<file path="config.mk">
export PLATFORM = sky130hd
export DESIGN_NAME = heatmap_false_color_flat
export DESIGN_NICKNAME = d
export VERILOG_FILES = /design/src/rtl/hfc_pkg.sv /design/src/rtl/hfc_req_if.sv /design/src/rtl/hfc_rsp_if.sv /design/src/rtl/heatmap_false_color.sv /design/src/rtl/hfc_front.sv /design/src/rtl/hfc_div_step.sv /design/src/rtl/hfc_blend.sv /design/src/flat_wrapper.sv
export SDC_FILE = /design/constraint.sdc
export NUM_CORES = 1
export LEC_CHECK = 0
export BUFFER_PORTS_ARGS = -buffer_cell sky130_fd_sc_hd__buf_2
export CORE_MARGIN = 3
export CORE_UTILIZATION = 58
export DETAILED_ROUTE_END_ITERATION = 10
export PLACE_DENSITY_LB_ADDON = 0.08
export SLEW_MARGIN = 20
export SYNTH_ARGS = -nofsm -noshare
export SYNTH_HDL_FRONTEND = slang
export SYNTH_SLANG_ARGS = --single-unit
</file>
<file path="constraint.sdc">
create_clock -name clock -period 6.1 [get_ports clock]
set_clock_uncertainty 0.15 [all_clocks]
set_input_delay 0.61 -clock clock [delete_from_list [all_inputs] [get_ports clock]]
set_output_delay 0.61 -clock clock [all_outputs]
set_load 0.02 [all_outputs]
</file>
<file path="src/rtl/hfc_pkg.sv">
package hfc_pkg;

   // Codes of the clip status field.
   localparam logic [1:0] CLIP_NONE = 2'd0;
   localparam logic [1:0] CLIP_LOW  = 2'd1;
   localparam logic [1:0] CLIP_HIGH = 2'd2;

   // Register indexes on the configuration port.
   localparam logic REG_LOW_LIMIT  = 1'b0;
   localparam logic REG_HIGH_LIMIT = 1'b1;

   localparam logic signed [15:0] LOW_LIMIT_RESET  = 16'sd2000;
   localparam logic signed [15:0] HIGH_LIMIT_RESET = 16'sd4000;

   localparam logic [15:0] RGB_BLACK   = 16'h0000;
   localparam logic [15:0] RGB_MAGENTA = 16'hF81F;

   // Highest palette segment; the colour above it is the last palette entry.
   localparam logic [2:0] SEG_LAST = 3'd4;

   // Palette: black, blue, green, yellow, red, magenta as {red, green, blue}.
   localparam logic [7:0] PALETTE [0:5][0:2] = '{
      '{8'd0,   8'd0,   8'd0},
      '{8'd0,   8'd0,   8'd255},
      '{8'd0,   8'd255, 8'd0},
      '{8'd255, 8'd255, 8'd0},
      '{8'd255, 8'd0,   8'd0},
      '{8'd255, 8'd0,   8'd255}
   };

   // Side data that travels with a word through the divider.
   typedef struct packed {
      logic [1:0]  clip;
      logic [15:0] divisor;
      logic [15:0] rem;
   } div_ctl_type;

endpackage

</file>
<file path="src/rtl/hfc_req_if.sv">
interface hfc_req_if;
   logic               valid;
   logic               ready;
   logic signed [15:0] sample_temp;

   modport source (output valid, output sample_temp, input ready);
   modport sink (input valid, input sample_temp, output ready);
endinterface

</file>
<file path="src/rtl/hfc_rsp_if.sv">
interface hfc_rsp_if;
   logic        valid;
   logic        ready;
   logic [15:0] rgb565;
   logic [1:0]  clip_status;

   modport source (output valid, output rgb565, output clip_status, input ready);
   modport sink (input valid, input rgb565, input clip_status, output ready);
endinterface

</file>
<file path="src/rtl/heatmap_false_color.sv">
// Heatmap false colour: each word on the request channel carries one signed
// temperature in hundredths of a degree and produces exactly one RGB565 colour
// word with a clip status on the response channel, in order. A new word can be
// taken in every clock cycle unless back-pressure holds the pipeline. A word
// passes FRACTION_BITS + 6 register stages (14 at the default): the restoring
// divider spends one pipeline stage per quotient bit (FRACTION_BITS + 3
// stages), and there are two front stages and one blend stage. Every stage
// holds its word when the one after it is full and stalled, and empty stages
// are filled while later ones wait, so back-pressure loses and repeats
// nothing. The limits are written over the APB port: low_limit at byte
// address 0, high_limit at byte address 4, the low 16 bits of pwdata being
// taken; they should only be changed while no word is in flight.
module heatmap_false_color #(
   parameter int FRACTION_BITS = 8
) (
   input  logic        clock,
   input  logic        reset,
   hfc_req_if.sink     req_chan,
   hfc_rsp_if.source   rsp_chan,
   input  logic        psel,
   input  logic        penable,
   input  logic        pwrite,
   input  logic [2:0]  paddr,
   input  logic [31:0] pwdata,
   output logic [31:0] prdata,
   output logic        pready
);
   import hfc_pkg::*;

   // Quotient width: three integer bits (segment 0 to 4) and the fraction.
   localparam int QW = FRACTION_BITS + 3;

   logic signed [15:0] low_limit_ff;
   logic signed [15:0] high_limit_ff;
   logic               csr_write;

   logic [QW:0]        div_valid;
   logic [QW:0]        div_ready;
   div_ctl_type        div_ctl  [0:QW];
   logic [QW-1:0]      div_word [0:QW];

   // Configuration registers. The register index is byte address bit 2; the
   // port never waits.
   assign pready    = 1'b1;
   assign csr_write = psel && penable && pwrite && pready;

   always_ff @(posedge clock) begin
      if (reset) begin
         low_limit_ff  <= LOW_LIMIT_RESET;
         high_limit_ff <= HIGH_LIMIT_RESET;
      end else if (csr_write) begin
         unique case (paddr[2])
            REG_LOW_LIMIT:  low_limit_ff  <= pwdata[15:0];
            REG_HIGH_LIMIT: high_limit_ff <= pwdata[15:0];
            default:        low_limit_ff  <= low_limit_ff;
         endcase
      end
   end

   always_comb begin
      unique case (paddr[2])
         REG_LOW_LIMIT:  prdata = {16'h0000, low_limit_ff};
         REG_HIGH_LIMIT: prdata = {16'h0000, high_limit_ff};
         default:        prdata = 32'h0000_0000;
      endcase
   end

   // Front: offset from the low limit, span of the range, clip decision and
   // the dividend for the normalisation.
   hfc_front #(
      .FRACTION_BITS (FRACTION_BITS)
   ) u_front (
      .clock       (clock),
      .reset       (reset),
      .in_valid    (req_chan.valid),
      .in_ready    (req_chan.ready),
      .sample_temp (req_chan.sample_temp),
      .low_limit   (low_limit_ff),
      .high_limit  (high_limit_ff),
      .out_valid   (div_valid[0]),
      .out_ready   (div_ready[0]),
      .out_ctl     (div_ctl[0]),
      .out_word    (div_word[0])
   );

   // Divider: one quotient bit per stage. After the last stage the word holds
   // the segment in its top three bits and the fraction below.
   for (genvar i = 0; i < QW; i++) begin : g_div
      hfc_div_step #(
         .QW (QW)
      ) u_step (
         .clock     (clock),
         .reset     (reset),
         .in_valid  (div_valid[i]),
         .in_ready  (div_ready[i]),
         .in_ctl    (div_ctl[i]),
         .in_word   (div_word[i]),
         .out_valid (div_valid[i+1]),
         .out_ready (div_ready[i+1]),
         .out_ctl   (div_ctl[i+1]),
         .out_word  (div_word[i+1])
      );
   end

   // Blend between neighbouring palette colours and pack as 5-6-5. Its output
   // register is the response channel's register.
   hfc_blend #(
      .FRACTION_BITS (FRACTION_BITS)
   ) u_blend (
      .clock      (clock),
      .reset      (reset),
      .in_valid   (div_valid[QW]),
      .in_ready   (div_ready[QW]),
      .in_clip    (div_ctl[QW].clip),
      .in_quot    (div_word[QW]),
      .out_valid  (rsp_chan.valid),
      .out_ready  (rsp_chan.ready),
      .out_rgb565 (rsp_chan.rgb565),
      .out_clip   (rsp_chan.clip_status)
   );

endmodule

</file>
<file path="src/rtl/hfc_front.sv">
module hfc_front #(
   parameter int FRACTION_BITS = 8
) (
   input  logic                       clock,
   input  logic                       reset,
   input  logic                       in_valid,
   output logic                       in_ready,
   input  logic signed [15:0]         sample_temp,
   input  logic signed [15:0]         low_limit,
   input  logic signed [15:0]         high_limit,
   output logic                       out_valid,
   input  logic                       out_ready,
   output hfc_pkg::div_ctl_type       out_ctl,
   output logic [FRACTION_BITS+2:0]   out_word
);
   import hfc_pkg::*;

   localparam int QW = FRACTION_BITS + 3;

   logic               a_valid_ff;
   logic signed [16:0] diff_ff, diff_in;
   logic signed [16:0] range_ff, range_in;
   logic               a_load, b_load;

   logic               b_valid_ff;
   div_ctl_type        ctl_ff, ctl_in;
   logic [QW-1:0]      word_ff, word_in;
   logic [18:0]        times5;

   assign b_load   = !b_valid_ff || out_ready;
   assign a_load   = !a_valid_ff || b_load;
   assign in_ready = a_load;

   // First stage: distance of the sample above the low limit, and the span.
   assign diff_in  = 17'(sample_temp) - 17'(low_limit);
   assign range_in = 17'(high_limit) - 17'(low_limit);

   // Second stage: classify, and prepare the dividend d*5*2^F. Because d*5 < 8*r
   // in range, d*5 >> 3 is already a valid partial remainder, and the three low
   // bits of d*5 followed by F zeros are fed in one per divider step.
   assign times5 = {3'b000, diff_ff[15:0]} + {1'b0, diff_ff[15:0], 2'b00};

   always_comb begin
      ctl_in.divisor = range_ff[15:0];
      ctl_in.rem     = times5[18:3];
      word_in        = {times5[2:0], {FRACTION_BITS{1'b0}}};
      priority if (diff_ff <= 17'sd0) begin
         ctl_in.clip = CLIP_LOW;
      end else if (range_ff <= 17'sd0 || diff_ff >= range_ff) begin
         ctl_in.clip = CLIP_HIGH;
      end else begin
         ctl_in.clip = CLIP_NONE;
      end
   end

   always_ff @(posedge clock) begin
      if (reset) begin
         a_valid_ff <= 1'b0;
         b_valid_ff <= 1'b0;
      end else begin
         if (a_load) begin
            a_valid_ff <= in_valid;
         end
         if (b_load) begin
            b_valid_ff <= a_valid_ff;
         end
      end
   end

   always_ff @(posedge clock) begin
      if (a_load) begin
         diff_ff  <= diff_in;
         range_ff <= range_in;
      end
      if (b_load) begin
         ctl_ff  <= ctl_in;
         word_ff <= word_in;
      end
   end

   assign out_valid = b_valid_ff;
   assign out_ctl   = ctl_ff;
   assign out_word  = word_ff;

endmodule

</file>
<file path="src/rtl/hfc_div_step.sv">
module hfc_div_step #(
   parameter int QW = 11
) (
   input  logic                 clock,
   input  logic                 reset,
   input  logic                 in_valid,
   output logic                 in_ready,
   input  hfc_pkg::div_ctl_type in_ctl,
   input  logic [QW-1:0]        in_word,
   output logic                 out_valid,
   input  logic                 out_ready,
   output hfc_pkg::div_ctl_type out_ctl,
   output logic [QW-1:0]        out_word
);
   import hfc_pkg::*;

   logic          valid_ff;
   div_ctl_type   ctl_ff, ctl_in;
   logic [QW-1:0] word_ff, word_in;
   logic [16:0]   rem_shift;
   logic [17:0]   trial;
   logic          fits;
   logic          load;

   assign load     = !valid_ff || out_ready;
   assign in_ready = load;

   // One restoring step: the next dividend bit leaves the top of the word and
   // the quotient bit enters at the bottom.
   assign rem_shift = {in_ctl.rem, in_word[QW-1]};
   assign trial     = {1'b0, rem_shift} - {2'b00, in_ctl.divisor};
   assign fits      = !trial[17];

   always_comb begin
      ctl_in.clip    = in_ctl.clip;
      ctl_in.divisor = in_ctl.divisor;
      ctl_in.rem     = fits ? trial[15:0] : rem_shift[15:0];
      word_in        = {in_word[QW-2:0], fits};
   end

   always_ff @(posedge clock) begin
      if (reset) begin
         valid_ff <= 1'b0;
      end else if (load) begin
         valid_ff <= in_valid;
      end
   end

   always_ff @(posedge clock) begin
      if (load) begin
         ctl_ff  <= ctl_in;
         word_ff <= word_in;
      end
   end

   assign out_valid = valid_ff;
   assign out_ctl   = ctl_ff;
   assign out_word  = word_ff;

endmodule

</file>
<file path="src/rtl/hfc_blend.sv">
module hfc_blend #(
   parameter int FRACTION_BITS = 8
) (
   input  logic                     clock,
   input  logic                     reset,
   input  logic                     in_valid,
   output logic                     in_ready,
   input  logic [1:0]               in_clip,
   input  logic [FRACTION_BITS+2:0] in_quot,
   output logic                     out_valid,
   input  logic                     out_ready,
   output logic [15:0]              out_rgb565,
   output logic [1:0]               out_clip
);
   import hfc_pkg::*;

   localparam int NW = FRACTION_BITS + 10;

   logic                     valid_ff;
   logic [15:0]              rgb_ff, rgb_in;
   logic [1:0]               clip_ff;
   logic                     load;
   logic [2:0]               seg_raw, seg;
   logic [FRACTION_BITS-1:0] frac;
   logic [7:0]               chan [0:2];

   assign load     = !valid_ff || out_ready;
   assign in_ready = load;

   assign seg_raw = in_quot[FRACTION_BITS+2:FRACTION_BITS];
   assign seg     = (seg_raw > SEG_LAST) ? SEG_LAST : seg_raw;
   assign frac    = in_quot[FRACTION_BITS-1:0];

   // Linear blend per channel; the sum is never negative, so the integer part
   // is taken straight from the bits above the fraction.
   always_comb begin
      logic [7:0]        c0, c1;
      logic signed [8:0] step;
      logic [NW-1:0]     base;
      logic signed [NW-1:0] num;
      for (int k = 0; k < 3; k++) begin
         c0      = PALETTE[seg][k];
         c1      = PALETTE[seg + 3'd1][k];
         step    = $signed({1'b0, c1}) - $signed({1'b0, c0});
         base    = NW'(c0) << FRACTION_BITS;
         num     = $signed(base)
                 + NW'(step) * $signed(NW'({1'b0, frac}));
         chan[k] = num[FRACTION_BITS+7:FRACTION_BITS];
      end
   end

   always_comb begin
      unique case (in_clip)
         CLIP_LOW:  rgb_in = RGB_BLACK;
         CLIP_HIGH: rgb_in = RGB_MAGENTA;
         default:   rgb_in = {chan[0][7:3], chan[1][7:2], chan[2][7:3]};
      endcase
   end

   always_ff @(posedge clock) begin
      if (reset) begin
         valid_ff <= 1'b0;
      end else if (load) begin
         valid_ff <= in_valid;
      end
   end

   always_ff @(posedge clock) begin
      if (load) begin
         rgb_ff  <= rgb_in;
         clip_ff <= in_clip;
      end
   end

   assign out_valid  = valid_ff;
   assign out_rgb565 = rgb_ff;
   assign out_clip   = clip_ff;

endmodule
</file>
<file path="src/flat_wrapper.sv">
// flat-port wrapper written by rule: the top's interface ports become plain ports
module heatmap_false_color_flat import hfc_pkg::*;
#(
   parameter int FRACTION_BITS = 8
)
  (clock, reset, psel, penable, pwrite, paddr, pwdata, prdata, pready, req_chan_valid, req_chan_sample_temp, req_chan_ready, rsp_chan_valid, rsp_chan_rgb565, rsp_chan_clip_status, rsp_chan_ready);
  hfc_req_if req_chan_i ();
  hfc_rsp_if rsp_chan_i ();
  input  logic clock;
  input  logic reset;
  input  logic psel;
  input  logic penable;
  input  logic pwrite;
  input  logic [2:0] paddr;
  input  logic [31:0] pwdata;
  output logic [31:0] prdata;
  output logic pready;
  input wire logic [$bits(req_chan_i.valid)-1:0] req_chan_valid;
  input wire logic [$bits(req_chan_i.sample_temp)-1:0] req_chan_sample_temp;
  output wire logic [$bits(req_chan_i.ready)-1:0] req_chan_ready;
  output wire logic [$bits(rsp_chan_i.valid)-1:0] rsp_chan_valid;
  output wire logic [$bits(rsp_chan_i.rgb565)-1:0] rsp_chan_rgb565;
  output wire logic [$bits(rsp_chan_i.clip_status)-1:0] rsp_chan_clip_status;
  input wire logic [$bits(rsp_chan_i.ready)-1:0] rsp_chan_ready;
  assign req_chan_i.valid = req_chan_valid;
  assign req_chan_i.sample_temp = req_chan_sample_temp;
  assign req_chan_ready = req_chan_i.ready;
  assign rsp_chan_valid = rsp_chan_i.valid;
  assign rsp_chan_rgb565 = rsp_chan_i.rgb565;
  assign rsp_chan_clip_status = rsp_chan_i.clip_status;
  assign rsp_chan_i.ready = rsp_chan_ready;
  heatmap_false_color #(.FRACTION_BITS(FRACTION_BITS)) u_core (.clock(clock), .reset(reset), .req_chan(req_chan_i), .rsp_chan(rsp_chan_i), .psel(psel), .penable(penable), .pwrite(pwrite), .paddr(paddr), .pwdata(pwdata), .prdata(prdata), .pready(pready));
endmodule
</file>
==> run_results.csv, run 1 <==
group,metric,value,unit
clock_tree,cts_tree,"yes",
clock_tree,numCtsBuffers,60,
clock_tree,cts.sinks,546,
floorplan,fp.dieH,255,microns
yosys,synth_top_family_by_area,"adder cells",
detailed_routing,postRouteAntennaNets,0,
critical_path,arrival,6.42,ns
yosys,synth_top_flop_cell,"edfxtp_1",
timing,setup_tns,-0.347,ns
run_status,status,"finished with violations",
timing,finalCritPeriodShare,102,%
detailed_routing,drc_errors,0,
final_layout,drive_gt1_share,14.0,%
timing,max_freq,161,MHz
clock_tree,clockRootBuffer,"clkbuf_16",
floorplan,ios,111,
timing,hold_viol,0,
clock_tree,clk_path_buf_depth,3,
timing,rsz0062_at_grt,"true",
yosys,synth.avg_cell_area,11.3,sq um
detailed_routing,firstDrtPassIters,5,
detailed_routing,vias,23700,
yosys,synth-seq-cells,546,
yosys,synth-adder-area-share,20.6,%
critical_path,critical_path_class,"flop to flop",
global_routing,grt_antenna_before_repair,0,
floorplan,rows,90,
critical_path,required,6.32,ns
hold_path,worstHoldPathCells,2,
hold_path,hold_class,"primary input to flop",
final_layout,nNetsFinal,3919,
clock_tree,hold_buffers,0,
critical_path,crit_path_end_kind,"flop",
yosys,synth_simple_gate_area_share,9.94,%
floorplan,initial_core_util,59.2,%
floorplan,die_width,255,microns
clock_tree,insertion_delay,0.62,ns
critical_path,cp-start-kind,"flop",
detailed_routing,drt_iter0_drc,1218,
yosys,synth_mux_area_share,3.79,%
clock_tree,clk_pin_slew,0.06,ns
timing,setup_ws,-0.0971,ns
critical_path,cp_max_fo,8,
final_layout,syn2layout_area_growth,11.3,%
detailed_routing,avgViaCountPerCell,5.57,
run_status,violations,"negative setup slack",
global_routing,grt_max_degree,47,
timing,period_needed,6.20,ns
timing,tightest_slew,0.996,ns
final_layout,final_util,65.9,%
placed_design,hpwl,58800,microns
yosys,netlist_top_cells_area,"edfxtp_1, ha_1, fa_1",
final_layout,final_cell_mix,"edfxtp_1, inv_1, ha_1",
final_layout,layout_commonest_cell,"edfxtp_1",
detailed_routing,wire_per_inst,17.6,microns
yosys,yosysWarnings,0,
yosys,synth_xor_area_share,3.84,%
yosys,synth-edff-count,500,
yosys,synth_area,36100,sq um
critical_path,r2r_cells,24,
timing,setup_violations,5,
global_routing,grt_pass1_vias,24300,
placed_design,placed_cell_area,37700,sq um
yosys,ys_types,88,
floorplan,dieArea,65200,sq um
placed_design,place_congestion,0.884,
final_layout,diodes,0,
clock_tree,h-tree-depth,2,
detailed_routing,wirelength,75000,microns
timing,slew_headroom,33.6,%
global_routing,gr-total-overflow,0,
global_routing,grt_pass1_wl,122000,microns
run,drv_cap,0,
yosys,synth_top_area_cell,"edfxtp_1",
floorplan,coreArea,60900,sq um
final_layout,nFillCells,4671,
yosys,synth_top_area_share,41.6,%
timing,drv_slew,0,
yosys,synthCells,3203,
yosys,synth-compound-area-share,11.2,%
yosys,synthArstFlopShare,0,%
final_layout,finish.instance_area,40100,sq um
placed_design,portBuffers,75,
global_routing,track_usage,22.9,%
yosys,ys_seq_area_share,44.2,%
-- worst max-delay path, cell delays in order (launching register included) --
cell and delay, ns:
edfxtp_1 0.44, nand2b_4 0.18, inv_4 0.06, ha_4 0.11, inv_2 0.04, ha_4 0.21, nor2_2 0.12, nor2_2 0.05
buf_6 0.14, and2_4 0.16, buf_4 0.12, buf_4 0.12, fa_1 0.46, fa_1 0.45, ha_1 0.33, fa_1 0.49
ha_1 0.32, ha_1 0.28, or3b_2 0.43, or4_4 0.51, a21oi_4 0.21, o31ai_4 0.11, nor2b_4 0.14, xnor2_2 0.12
a21o_1 0.17
-- cells by family (layout without fill, tap and decap cells) --
kind of cell | after synthesis | count (layout)
buffers and inverters | 570 | 777
other | 2 | 17
flip-flops | 546 | 546
adder cells (fa/ha/maj) | 488 | 488
AND/OR/NAND/NOR | 714 | 714
multiplexers | 118 | 118
AO/OA/AOI/OAI | 607 | 607
XOR/XNOR | 158 | 158
-- cell usage after synthesis (all sizes together), types with 23 or more instances --
| cell type | instances |
|---|---|
| nand2b | 38 |
| xnor2 | 120 |
| o21a | 70 |
| ha | 310 |
| nand2 | 169 |
| buf | 41 |
| and2 | 48 |
| a31oi | 23 |
| inv | 505 |
| a21o | 59 |
| xor2 | 38 |
| dfxtp | 46 |
| nand3 | 27 |
| fa | 178 |
| nor3 | 54 |
| a21oi | 158 |
| mux2 | 103 |
| edfxtp | 500 |
| nor2b | 74 |
| and3 | 30 |
| nor2 | 171 |
| o21ai | 121 |
| clkbuf | 24 |
-- metal layers --
metal  vias up  wire, microns  global-route usage [%]
li1      11500              -                       -
met1     11600          30200                    27.2
met2       426          39400                    42.2
met3       172           2350                    2.55
met4         0           3050                    9.48
met5         -              0                       0
-- state kept, by name (all words and copies together), names as in the netlist, 2 cells and up --
signal                         count
u_core.high_limit_ff              16
u_core.u_blend.out_rgb565         16
u_core.g_div.u_step.out_ctl      342
u_core.u_front.out_word            3
u_core.g_div.u_step.out_word      69
u_core.low_limit_ff               16
u_core.u_front.diff_ff            17
u_core.u_blend.out_clip            2
u_core.u_front.out_ctl            34
u_core.g_div.u_step.out_valid     11
u_core.u_front.range_ff           17
-- worst paths after layout --
path	startpoint	end	slack, ns
setup / recovery	u_core.g_div[10].u_step.out_word[10]	u_core.u_blend.out_rgb565[2]	-0.1
hold / removal	pwdata[4]	u_core.low_limit_ff[4]	0.08
setup reg to reg	u_core.g_div[10].u_step.out_word[10]	u_core.u_blend.out_rgb565[2]	-0.1
hold reg to reg	u_core.g_div[6].u_step.out_word[1]	u_core.g_div[7].u_step.out_word[2]	0.26
-- area by class of cell --
class / count / area (sq um) / area share, %
Multi-Input combinational cell: 2102 / 18200 / 45.4
Sequential cell: 546 / 15900 / 39.7
Inverter: 505 / 1900 / 4.74
Clock buffer: 77 / 1650 / 4.10
Tap cell: 828 / 1040 / 2.58
Timing Repair Buffer: 158 / 1010 / 2.53
Clock inverter: 37 / 389 / 0.969
-- timing repair --
action | in CTS | in global routing
resized for setup | 24 | 39
setup buffers | 4 | 10
endpoints found under the setup margin | 10 | 16
pin swaps | 15 | 23
-- per-stage QoR --
stage          instances  worst slack (ns)  hold slack [ns]
3_5_place_dp        4125            -0.235            0.255
4_1_cts             4243           -0.0683           0.0364
3_3_place_gp        4125           -0.0471            0.252
6_report            4253           -0.0971           0.0791
2_1_floorplan       3218           0.00337            0.250
5_1_grt             4253            -0.296           0.0575
Power of run 1 is left out: the tool's default activity adds up to more than one toggle a clock period on the data nets, which glitch-free logic cannot reach.
==> run 2, diff against run 1 <==
--- a/config.mk
+++ b/config.mk
@@ -6,7 +6,7 @@
 export NUM_CORES = 1
 export LEC_CHECK = 0
 export BUFFER_PORTS_ARGS = -buffer_cell sky130_fd_sc_hd__buf_2
-export CORE_MARGIN = 3
+export CORE_MARGIN = 5
 export CORE_UTILIZATION = 58
 export DETAILED_ROUTE_END_ITERATION = 10
 export PLACE_DENSITY_LB_ADDON = 0.08
==> run 2 against run 1 <==
The flow still finishes with violations (negative setup slack). Worst setup slack improved by 0.062 ns. Non-clock buffer count rose by 5. Critical endpoint unchanged. Utilization shrank 0.67 points. Critical path type unchanged.
==> run_results.csv, run 2 (synthesis gave the netlist of run 1 again) <==
group,metric,value,unit
detailed_routing,drc_errors,0,
critical_path,path_cells,"nand2b_4 > inv_4 > ha_4 > inv_2 > ha_4 > nor2_4 > nor2_4 > buf_6 > and2_4 > inv_4 > fa_1 > fa_1 > inv_2 > fa_1 > fa_1 > fa_1 > ha_4 > nand4_1 > or4_4 > a21oi_4 > o31ai_4 > nor2b_4 > xnor2_1 > a21o_1",
clock_tree,clk_pin_slew,0.07,ns
detailed_routing,postRouteAntennaNets,0,
final_layout,final_cell_mix,"edfxtp_1, inv_1, ha_1",
critical_path,cpMaxStageDelayCell,"fa_1",
timing,max_freq,163,MHz
timing,slew_headroom,35.0,%
critical_path,arrival,6.36,ns
placed_design,numPlacedInstances,4142,
final_layout,syn2layout_area_growth,11.4,%
critical_path,cp_max_fo,5,
global_routing,grt_pass1_vias,24500,
timing,tightest_slew,0.975,ns
clock_tree,hold_buffers,0,
clock_tree,insertion_delay,0.63,ns
critical_path,timing.rr.start,"u_core.g_div[10].u_step.out_word[10]",
clock_tree,clk_path_buf_depth,3,
clock_tree,cts.sinks,546,
clock_tree,numCtsBuffers,60,
critical_path,critPathTopFamily,"adder cells",
critical_path,crit_buf_inv,5,
final_layout,multi_input_area,18300,sq um
final_layout,drive_gt1_share,13.9,%
floorplan,rows,91,
critical_path,required,6.32,ns
run,drv_cap,0,
global_routing,grt_antenna_before_repair,1,
floorplan,die_width,259,microns
hold_path,hold_class,"primary input to flop",
floorplan,fp.dieH,259,microns
clock_tree,h-tree-depth,2,
detailed_routing,vias,23600,
global_routing,grt_max_degree,47,
placed_design,dp_worst_setup_slack,-0.207,ns
floorplan,ios,111,
critical_path,timing.rr.end,"u_core.u_blend.out_rgb565[2]",
critical_path,critical_path_class,"flop to flop",
detailed_routing,wirelength,74000,microns
placed_design,portBuffers,75,
detailed_routing,drt_iter0_drc,1287,
critical_path,crit_path_end_kind,"flop",
detailed_routing,firstDrtPassIters,5,
critical_path,r2r_cells,24,
floorplan,coreArea,61600,sq um
final_layout,nFillCells,4775,
critical_path,r2r_slack,-0.04,ns
floorplan,initial_core_util,58.5,%
timing,setup_ws,-0.0352,ns
detailed_routing,avgViaCountPerCell,5.53,
critical_path,slowest_delay,0.55,ns
timing,drv_slew,0,
timing,period_needed,6.14,ns
global_routing,grt_pass1_wl,121000,microns
final_layout,final_util,65.2,%
hold_path,worstHoldPathCells,2,
timing,setup_violations,4,
timing,rsz0062_at_grt,"true",
global_routing,gr-total-overflow,0,
hold_path,holdPathEnd,"u_core.low_limit_ff[10]",
hold_path,hp-start,"pwdata[10]",
run_status,violations,"negative setup slack",
critical_path,cp-start-kind,"flop",
timing,hold_viol,0,
detailed_routing,wire_per_inst,17.4,microns
critical_path,cpMostUsedCell,"fa_1",
global_routing,track_usage,22.0,%
placed_design,hpwl,58200,microns
final_layout,seq_area,15900,sq um
final_layout,largest_reg_flops,342,
timing,finalCritPeriodShare,101,%
final_layout,layout_commonest_cell,"edfxtp_1",
clock_tree,clockRootBuffer,"clkbuf_16",
final_layout,layout.cells.non_filler,4264,
clock_tree,cts_tree,"yes",
final_layout,diodes,0,
run_status,status,"finished with violations",
floorplan,dieArea,67300,sq um
placed_design,place_congestion,0.870,
final_layout,nNetsFinal,3924,
## run 2: changes by cell type in the layout (fill, tap and decap cells not counted), sizes merged
cell,change
clkinvlp,+4
inv,-1
clkbuf,-8
clkinv,+2
buf,+5
## run 2: final cells by class
type	count	area share (%)
inverters	505	4.74
clock inverters	42	1.08
well taps	837	2.61
repair buffers	163	2.62
flip-flops and latches	546	39.7
clock buffers	69	3.82
multi-input cells	2102	45.5
## run 2: worst max path at each step
stage | start | endpoint | cells past startpoint
after floorplan | u_core.g_div[10].u_step.out_word[9] | u_core.u_blend.out_rgb565[14] | 25
after global placement | u_core.g_div[10].u_step.out_word[10] | u_core.u_blend.out_rgb565[4] | 26
after global routing | u_core.g_div[10].u_step.out_word[10] | u_core.u_blend.out_rgb565[3] | 24
after detailed placement | u_core.g_div[10].u_step.out_word[10] | u_core.u_blend.out_rgb565[4] | 26
after CTS | u_core.g_div[10].u_step.out_word[10] | u_core.u_blend.out_rgb565[2] | 24
final | u_core.g_div[10].u_step.out_word[10] | u_core.u_blend.out_rgb565[2] | 24
## run 2: what timing repair did
item | in CTS | in global routing
endpoints found under the setup margin | 13 | 15
gates cloned | 1 | 0
gates resized for setup | 31 | 34
pin swaps | 17 | 46
setup buffers | 3 | 7
## run 2: per-stage QoR
step	cell area, sq um	TNS (ns)	hold WS [ns]
after floorplan	36200	0	0.250
after global placement	37800	-0.357	0.251
after detailed placement	37800	-1.53	0.255
after CTS	39900	-0.732	0.0157
after global routing	40200	-1.46	0.0289
final	40200	-0.0904	0.0585
## run 2: layer usage
layer / track usage, % / routed length, microns
met4: 8.45 / 2920
met2: 41.2 / 39300
met3: 2.35 / 2160
met1: 26.0 / 29700
met5: 0 / 0
Power of run 2 is left out for the same reason.
==> run 3, diff against run 2 <==
--- a/config.mk
+++ b/config.mk
@@ -6,9 +6,12 @@
 export NUM_CORES = 1
 export LEC_CHECK = 0
 export BUFFER_PORTS_ARGS = -buffer_cell sky130_fd_sc_hd__buf_2
+export CAP_MARGIN = 40
+export CORE_ASPECT_RATIO = 0.5
 export CORE_MARGIN = 5
 export CORE_UTILIZATION = 58
 export DETAILED_ROUTE_END_ITERATION = 10
+export MAX_ROUTING_LAYER = met4
 export PLACE_DENSITY_LB_ADDON = 0.08
 export SLEW_MARGIN = 20
 export SYNTH_ARGS = -nofsm -noshare
==> run 3 against run 2 <==
Sequential share of layout area rose by 0.26 points. Cell count fell by 0.56%. Maximum frequency fell by 0.14%. Critical path type unchanged. The run still ends with negative setup slack left. Critical endpoint unchanged. Highest routed layer unchanged.
==> run_results.csv, run 3 (synthesis gave the netlist of run 1 again) <==
group,metric,value,unit
run,drv_cap,0,
floorplan,rows,64,
critical_path,required,6.29,ns
placed_design,place_congestion,0.896,
final_layout,drive_gt1_share,13.5,%
detailed_routing,wire_per_inst,16.5,microns
hold_path,hold_class,"primary input to flop",
detailed_routing,firstDrtPassIters,7,
timing,rsz0062_at_grt,"true",
floorplan,fp.dieH,186,microns
floorplan,dieArea,67600,sq um
timing,slew_headroom,48.9,%
timing,hold_viol,0,
final_layout,finish.instance_area,39900,sq um
critical_path,crit_path_end_kind,"flop",
final_layout,diodes,0,
timing,tightest_slew,0.764,ns
clock_tree,insertion_delay,0.58,ns
floorplan,coreArea,61300,sq um
final_layout,nNetsFinal,3922,
global_routing,grt_antenna_before_repair,0,
clock_tree,clockRootBuffer,"clkbuf_16",
floorplan,ios,111,
detailed_routing,vias,23200,
timing,drv_slew,0,
final_layout,layout_commonest_cell,"edfxtp_1",
floorplan,die_width,363,microns
critical_path,cp_max_fo,6,
clock_tree,numCtsBuffers,50,
detailed_routing,avgViaCountPerCell,5.48,
timing,period_needed,6.14,ns
final_layout,syn2layout_area_growth,10.7,%
critical_path,critical_path_class,"flop to flop",
global_routing,grt_pass1_wl,117000,microns
timing,setup_violations,3,
global_routing,gr-total-overflow,0,
run_status,violations,"negative setup slack",
placed_design,hpwl,54600,microns
clock_tree,cts.sinks,546,
timing,finalCritPeriodShare,101,%
detailed_routing,drc_errors,0,
detailed_routing,postRouteAntennaNets,0,
final_layout,final_cell_mix,"edfxtp_1, inv_1, ha_1",
timing,setup_ws,-0.0436,ns
placed_design,dp_worst_setup_slack,-0.165,ns
critical_path,cp-start-kind,"flop",
global_routing,grt_max_degree,45,
placed_design,placed_cell_area,38000,sq um
run_status,status,"finished with violations",
critical_path,arrival,6.33,ns
final_layout,largest_reg_flops,342,
placed_design,portBuffers,75,
global_routing,track_usage,21.6,%
detailed_routing,drt_iter0_drc,1285,
clock_tree,h-tree-depth,2,
detailed_routing,wirelength,70000,microns
timing,max_freq,163,MHz
clock_tree,clk_pin_slew,0.06,ns
global_routing,grt_pass1_vias,23500,
clock_tree,cts_tree,"yes",
clock_tree,clk_path_buf_depth,3,
floorplan,initial_core_util,58.8,%
==> run 3: cell types whose count changed in the layout (fill, tap and decap cells not counted), sizes merged <==
cell / delta
inv: -1
clkinvlp: -1
buf: +8
clkbuf: +1
bufinv: -4
clkinv: -15
==> run 3: timing repair <==
action,4_1_cts,5_1_grt
resized for setup,33,16
hold buffers,0,0
endpoints found under the hold margin,0,0
pin swaps,21,15
setup endpoints to repair,13,16
setup buffers,9,0
==> run 3: cell type report <==
class | instances | area, sq um
clock inverter | 21 | 211
fill | 4826 | 21400
tap | 825 | 1030
clock buffer | 70 | 1470
inverter | 505 | 1900
multi-input combinational | 2102 | 18200
sequential | 546 | 15900
timing repair buffer | 171 | 1190
==> run 3: worst max-delay path, cell delays in order, from the launching register on <==
cell and delay (ns):
edfxtp_1 0.43, nand2b_4 0.18, inv_4 0.06, ha_4 0.12
inv_2 0.04, ha_4 0.25, nor2_1 0.04, nor2_1 0.10
buf_4 0.18, buf_6 0.13, nand2_4 0.05, buf_6 0.14
fa_1 0.49, inv_2 0.04, fa_1 0.55, fa_1 0.44
fa_1 0.51, fa_1 0.42, ha_1 0.30, nand4_1 0.08
or4_4 0.44, a21oi_4 0.21, o31ai_4 0.10, nor2b_4 0.14
xnor2_1 0.12, a21o_1 0.18
==> run 3: metal layers <==
layer / global-route usage [%] / vias to the layer above / routed length [microns]
li1: - / 11500 / -
met1: 28.4 / 11300 / 31600
met2: 36.2 / 381 / 34300
met3: 2.64 / 105 / 2420
met4: 4.94 / 0 / 1650
met5: - / - / 0
==> run 3: worst paths after layout <==
check / startpoint / endpoint / slack [ns] / cells after the start
worst min-delay path: pwdata[9] / u_core.low_limit_ff[9] / 0.1 / 2
worst min register to register: u_core.g_div[0].u_step.out_ctl[32] / u_core.g_div[1].u_step.out_ctl[32] / 0.27 / 0
worst max register to register: u_core.g_div[10].u_step.out_word[10] / u_core.u_blend.out_rgb565[2] / -0.04 / 25
worst max-delay path: u_core.g_div[10].u_step.out_word[10] / u_core.u_blend.out_rgb565[2] / -0.04 / 25
==> run 3: stage by stage <==
step	utilization [%]	hold WS, ns	TNS (ns)	cells
floorplan	-	0.250	0	3218
global placement	61.7	0.251	-0.156	4132
detailed placement	61.9	0.255	-0.832	4139
CTS	64.9	0.0600	-0.121	4239
global route	65.1	0.0755	-2.31	4240
finish	65.1	0.0974	-0.0882	4240
Power of run 3 is left out for the same reason.
